`src/hw/rtl/wegs_pkg.sv`:
```
`default_nettype none
// -----------------------------------------------------------------------------
// wegs_pkg
// Shared constants, codes and controller/datapath interface types.
// -----------------------------------------------------------------------------
package wegs_pkg;

	// grid geometry (power of two so that row/col wrap by truncation)
	localparam int GRID_SIZE = 256;
	localparam int IDX_W     = $clog2(GRID_SIZE);
	localparam int ADDR_W    = 2 * IDX_W;

	localparam int DISP_W = 32;
	localparam int SPD_W  = 17;
	localparam int SW_W   = SPD_W + 1;

	localparam logic [SPD_W-1:0] SPEED_ONE   = 17'd65536;
	localparam logic [SPD_W-1:0] COURANT_RST = 17'd32768;

	// request and reply codes
	localparam logic [1:0] REQ_LOAD = 2'd0;
	localparam logic [1:0] REQ_STEP = 2'd1;
	localparam logic [1:0] REQ_READ = 2'd2;

	// stencil operand slots
	localparam logic [2:0] SLOT_C  = 3'd0;
	localparam logic [2:0] SLOT_DN = 3'd1;
	localparam logic [2:0] SLOT_UP = 3'd2;
	localparam logic [2:0] SLOT_RT = 3'd3;
	localparam logic [2:0] SLOT_LF = 3'd4;

	typedef struct packed {
		logic       rd_en;
		logic       rd_from_req;
		logic [2:0] slot;
		logic       acc_clr;
		logic       mul_term;
		logic [2:0] term_k;
		logic       mul_crt;
		logic       cell_inc;
		logic       clr_wr;
		logic       ld_wr;
		logic       swap;
		logic       sat_clr;
		logic       out_ld;
		logic [1:0] out_kind;
	} cmd_t;

	typedef struct packed {
		logic cell_last;
	} stat_t;

endpackage
`default_nettype wire

```
`src/hw/rtl/wegs_ctrl.sv`:
```
`default_nettype none
// -----------------------------------------------------------------------------
// wegs_ctrl
// Request sequencer: clear sweep, load/read handling, per-cell step schedule.
// -----------------------------------------------------------------------------
module wegs_ctrl import wegs_pkg::*; (
	input  logic       clk,
	input  logic       arst_n,
	input  logic       s_tvalid,
	output logic       s_tready,
	input  logic [1:0] req_type,
	output logic       m_tvalid,
	input  logic       m_tready,
	input  stat_t      stat,
	output cmd_t       cmd
);

	typedef enum logic [2:0] {ST_CLEAR, ST_IDLE, ST_READ, ST_STEP, ST_DONE} state_t;

	localparam logic [3:0] PH_RD_LAST  = 4'd4;
	localparam logic [3:0] PH_MUL_FST  = 4'd6;
	localparam logic [3:0] PH_MUL_LAST = 4'd9;
	localparam logic [3:0] PH_CRT      = 4'd11;
	localparam logic [3:0] PH_WR       = 4'd12;

	state_t     state_q;
	logic [3:0] phase_q;
	logic       out_valid_q;
	logic       acc;

	assign s_tready = (state_q == ST_IDLE) && (!out_valid_q || m_tready);
	assign acc      = s_tvalid & s_tready;
	assign m_tvalid = out_valid_q;

	always_comb begin
		cmd = '0;
		unique case (state_q)
			ST_CLEAR: begin
				cmd.clr_wr   = 1'b1;
				cmd.cell_inc = 1'b1;
			end
			ST_IDLE: begin
				if (acc) begin
					priority case (req_type)
						REQ_LOAD: begin
							cmd.ld_wr    = 1'b1;
							cmd.out_ld   = 1'b1;
							cmd.out_kind = REQ_LOAD;
						end
						REQ_STEP: cmd.sat_clr = 1'b1;
						REQ_READ: begin
							cmd.rd_en       = 1'b1;
							cmd.rd_from_req = 1'b1;
						end
						default: ;
					endcase
				end
			end
			ST_READ: begin
				cmd.out_ld   = 1'b1;
				cmd.out_kind = REQ_READ;
			end
			ST_STEP: begin
				if (phase_q <= PH_RD_LAST) begin
					cmd.rd_en   = 1'b1;
					cmd.slot    = phase_q[2:0];
					cmd.acc_clr = (phase_q == '0);
				end
				if (phase_q >= PH_MUL_FST && phase_q <= PH_MUL_LAST) begin
					cmd.mul_term = 1'b1;
					cmd.term_k   = 3'(phase_q - PH_MUL_FST + 4'd1);
				end
				cmd.mul_crt  = (phase_q == PH_CRT);
				cmd.cell_inc = (phase_q == PH_WR);
				cmd.swap     = (phase_q == PH_WR) && stat.cell_last;
			end
			ST_DONE: begin
				cmd.out_ld   = 1'b1;
				cmd.out_kind = REQ_STEP;
			end
			default: ;
		endcase
	end

	always_ff @(posedge clk or negedge arst_n) begin
		if (!arst_n) begin
			state_q     <= ST_CLEAR;
			phase_q     <= '0;
			out_valid_q <= 1'b0;
		end else begin
			if (cmd.out_ld) out_valid_q <= 1'b1;
			else if (m_tready) out_valid_q <= 1'b0;
			unique case (state_q)
				ST_CLEAR: if (stat.cell_last) state_q <= ST_IDLE;
				ST_IDLE: begin
					if (acc && req_type == REQ_STEP) begin
						state_q <= ST_STEP;
						phase_q <= '0;
					end else if (acc && req_type == REQ_READ) begin
						state_q <= ST_READ;
					end
				end
				ST_READ: state_q <= ST_IDLE;
				ST_STEP: begin
					if (phase_q == PH_WR) begin
						phase_q <= '0;
						if (stat.cell_last) state_q <= ST_DONE;
					end else begin
						phase_q <= phase_q + 4'd1;
					end
				end
				ST_DONE: state_q <= ST_IDLE;
				default: state_q <= ST_IDLE;
			endcase
		end
	end

	// a pending result is never overwritten
	a_no_overwrite: assert property (@(posedge clk) disable iff (!arst_n)
		cmd.out_ld |-> (!out_valid_q || m_tready))
		else $error("result register overwritten");

	// the shared multiplier serves one user per cycle
	a_mul_excl: assert property (@(posedge clk) disable iff (!arst_n)
		!(cmd.mul_term && cmd.mul_crt))
		else $error("multiplier conflict");

	// grids swap only at the end of a sweep, followed by the step reply
	a_swap_done: assert property (@(posedge clk) disable iff (!arst_n)
		cmd.swap |=> (state_q == ST_DONE))
		else $error("swap without step completion");

endmodule
`default_nettype wire

```
`config.mk`:
```
export PLATFORM = sky130hd
export DESIGN_NAME = wegs_ctrl
export DESIGN_NICKNAME = d
export VERILOG_FILES = /design/src/hw/rtl/wegs_pkg.sv /design/src/hw/rtl/wegs_ctrl.sv
export SDC_FILE = /design/constraint.sdc
export NUM_CORES = 1
export LEC_CHECK = 0
export BUFFER_PORTS_ARGS = -buffer_cell sky130_fd_sc_hd__buf_2
export CORE_MARGIN = 2
export CORE_UTILIZATION = 39
export DETAILED_ROUTE_END_ITERATION = 7
export HOLD_SLACK_MARGIN = 0.06
export PLACE_DENSITY = 0.67
export SYNTH_ARGS = -nofsm -noshare
export SYNTH_HDL_FRONTEND = slang
export SYNTH_SLANG_ARGS = --single-unit
```
`constraint.sdc`:
```
create_clock -name clk -period 1.79 [get_ports clk]
set_input_delay 0.0895 -clock clk [delete_from_list [all_inputs] [get_ports clk]]
set_output_delay 0.0895 -clock clk [all_outputs]
set_load 0.1 [all_outputs]
```
---- Word-level counts from Yosys, hierarchy flattened ----
Cells that the tools add are included.
storage, ports and cells
  register bits after elaboration ......... 8
  bits of input ports ..................... 7
  output and inout bits ................... 21
  logic and storage cells ................. 67
operators by class
  add/subtract/negate cells ............... 3
  order comparisons ....................... 3
  eq/ne operators ......................... 13
  muxes and demuxes ....................... 30
  bitwise operators ....................... 1
  reduce and logical (&&, ||, !) cells .... 14
operator list
  cell                 count
  $mux 4               5
  $mux 3               6
  $pmux 3 s3           2
  $mux 1               11
  $mux 9               1
  $eq 4x4->1 const B   2
  $pmux 4 s2           1
  $eq 3x2->1 const B   2
  $ne 2x2->1 const B   3
  $logic_and 1x1->1    5
  $add 4x1->4 const B  1
  $ge 4x3->1 const B   1
  $le 4x3->1 const B   1
  $le 4x4->1 const B   1
  $logic_not 4->1      1
  $mux 2               2
  $pmux 1 s2           2
  $reduce_and 4->1     1
  $reduce_bool 2->1    2
  $add 3x1->3 const B  1
  $eq 3x1->1 const B   1
  $eq 3x3->1 const B   1
  $logic_not 3->1      1
  $ne 3x1->1 const B   1
  other kinds (9)      9

---- Depth between registers and ports, before layout ----
  depth in word-level cells ............... 8
  depth in mapped cells ................... 6
  depth with buffers taken out ............ 6

---- Worst setup path before layout ----
OpenSTA, ideal clock, no wires.
  kind .................................... register to output
  start point ............................. register state_q[2]
  end point ............................... output port cmd[13] in the netlist's numbering
  data arrival time ....................... 3,936 ps
  required time ........................... 1,701 ps
  path slack .............................. -2,235 ps
  stages on the path, launching flop included .. 4
  buffers on the path ..................... 1
  path through ............................ dfrtp_1 > buf_6 > nand3b_1 > nor4b_1
RTL lines
  element                   RTL line         source
  start: declaration        wegs_ctrl.sv:26  state_t state_q;
  start signal: assignment  wegs_ctrl.sv:87  state_q <= ST_CLEAR;
  start signal: assignment  wegs_ctrl.sv:94  ST_CLEAR: if (stat.cell_last) state_q <= ST_IDLE;
  start signal: assignment  wegs_ctrl.sv:97  state_q <= ST_STEP;
  end: declaration          wegs_ctrl.sv:15  output cmd_t cmd

==> key figures <==
STA
  • Clk_skew: 1.15 ps
  • Tmin final: roughly 1800 ps
  • Setup violations, final: 5
  • Rel. slew slack: 67.6%
  • Setup TNS: -99.7 ps
  • Maximum clock rate: 545 MHz
  • Setup WS post-layout: -43.7 ps
  • RSZ-0062 raised after global routing: true
  • Final Hold Vio Count: 0
  • Fin crit share: 102%
  • Worst slew pin tran: just under 500 ps
  • Final slew viol count: 0

Final layout
  • Layout cells sized above 1: 63.2%
  • Filler instances: 77
  • # diodes: 0
  • Multi-input gate area: 621 um2
  • Finished Layout Cells: 150
  • Design Area, Final: 1480 um2
  • Sequential cell area: 208 um2
  • Final #Nets: 145
  • Area grow syn2layout: 113%

Detailed routing
  • Drt pass-1 iters: 4
  • Routed wire length: 2530 um
  • Vias per cell: 5.57
  • Vias post-DR: around 840
  • DRT iter0 DRCs: 14
  • Drt wl/cell: 16.9 um
  • Detailed-route DRC error count: 0
  • Routed Antenna Nets: 0

Worst setup path
  • Crit start category: register
  • Critical-path maximum fanout: 5
  • Crit path from: phase_q[1]
  • Reg-to-Reg Start: state_q[1]
  • Critical path required time: between 1500 and 2000 ps
  • CP arrival: 1740 ps
  • Register-to-register setup slack: around 150 ps
  • Worst r2r dst: phase_q[3]
  • Crit. End Element: output port
  • Setup Crit Path Kind: reg2out
  • Worst r2r path cells: 6

Place
  • GP Congestion: 0.799
  • Pre-CTS WS: 120 ps
  • Port bufs: 27
  • Dpl cell area: 1270 um2
  • Detailed Place HPWL: ~1600 um
  • Placed insts: 132

Global route
  • Initial antenna violation count: 0
  • Global Route Usage Sum: ~22%
  • First-pass GRT wire length: 3250 um
  • Pin count of the biggest net entering global routing: 13
  • Vias in the first global route: 764
  • Total grt overflow: 0

Clock tree
  • Maximum clock path buffer count: 2
  • TritonCTS Sinks: 8
  • CTS clk-pin slew, worst paths: 50 ps
  • CTS tree: done
  • CTS root buf: clkbuf_4
  • H-tree depth: 1
  • Num CTS Buffers: 3
  • Clk_lat worst skew: 270 ps

Min path
  • Hold Crit Depth: 2
  • Min-delay worst type: in2reg
  • Worst hold start: s_tvalid
  • Hold EP: state_q[1]

Run
  • Maxcap violations: 0

Floorplanning
  • # IOs: 28
  • Starting Density: 41.0%
  • Die Span Y: roughly 46 um
  • CORE AREA: 1690 um2
  • Die area: 2130 um2
  • Die W: 46.1 um
  • Row count: 15

Outcome
  • Run status: complete, but fails checks
  • Failing checks: negative setup slack

Logic synthesis
  • Syn Area/Cell: slightly below 8 um2
  • Leading area contributor after synthesis: dfrtp_1
  • Area contributors post-synth: dfrtp_1 29%, nor2_1 6.5%, ha_1 5.4%
  • Part of the Yosys area used for sequential elements: 28.9%
  • YS warnings: 0
  • Synthesized cell area: 692 um2
  • Synth Register Bits: 8
  • Primary FF master, synth: dfrtp_1
  • Synth top area share: 28.9%
  • EDFF count, synth: 0
  • Yosys cell types: 40
  • Async S/R FF share, synth: 100%
  • Syn_nets: 97
  • Mapped Cells: 87
## cells in the final DEF (no fill, tap or decap), drive strengths merged, types with 2 or more instances in the layout
master	netlist	routed
buf	5	48
nor2	13	13
nand2	9	9
dfrtp	8	8
nor3	5	5
inv	5	5
nor2b	4	4
clkbuf	1	3
ha	3	3
o21bai	3	3
nand3b	2	2
nor4	2	2
and2	2	2
nand3	2	2
a21o	2	2
nor3b	2	2
o21ai	2	2
## state kept, by name, indices dropped and copies added (netlist names)
| register | count |
|---|---|
| m_tvalid | 1 |
| phase_q | 4 |
| state_q | 3 |
## critical path: stages (launching register included)
cell,delay [ps]
dfrtp_1,400
inv_2,130
ha_4,170
buf_6,110
nor2b_1,60
buf_4,170
nor4_4,230
buf_12,220
## per-layer routing
metal | track usage (%) | share of wire, % | wire [um] | up-vias
li1 | - | - | - | 394
met1 | 21.2 | 39 | 987 | 401
met2 | 41.1 | 52 | 1330 | 33
met3 | 8.24 | 5.2 | 132 | 8
met4 | 10.9 | 3.5 | 89 | 0
met5 | 0 | 0 | 0 | -
## logic make-up after synthesis
group	Yosys count	synth area share, %
simple gates	49	39.8
buf+inv	11	9.04
compound gates	15	15.6
xor+xnor	1	1.27
fa+ha+maj	3	5.43
flops	8	28.9
## cell type report
class                   instances  share of cell area [%]
multi-input cells              68                    42.1
well taps                      17                    1.44
repair buffers                 49                    39.1
flip-flops and latches          8                    14.1
clock buffers                   3                    1.53
inverters                       5                    1.78
## worst max-delay path by stage
stage | endpoint | cells after the start
final | cmd[14] | 7
after global routing | cmd[18] | 7
after CTS | cmd[11] | 7
after detailed placement | cmd[12] | 7
after global placement | cmd[12] | 7
after floorplan | cmd[14] | 3
## timing repair
| item | in CTS | in global routing |
|---|---|---|
| resized for setup | 11 | 6 |
| pin swaps | 5 | 7 |
| setup buffers | 7 | 7 |
| endpoints found under the setup margin | 7 | 10 |
| endpoints found under the hold margin | 8 | 0 |
| hold buffers | 1 | 0 |
## through the flow
stage	utilization, %	hold WS (ps)
finish	87.3	116
global route	87.3	136
CTS	83.0	114
detailed placement	75.3	-60.5
global placement	75.3	-64.8
floorplan	-	-206
## Yosys cell counts (2+ instances only)
master,instances
nand3b_1,2
nor2_1,12
inv_1,4
o21bai_1,3
buf_6,2
nor3_1,5
buf_2,2
ha_1,3
nor3b_1,2
nand2_1,9
a21o_1,2
and2_1,2
nor4_1,2
nor2b_1,3
dfrtp_1,8
nand3_1,2
Power is left out: the tool's default activity adds up to more than one toggle a clock period on the data nets, which glitch-free logic cannot reach.
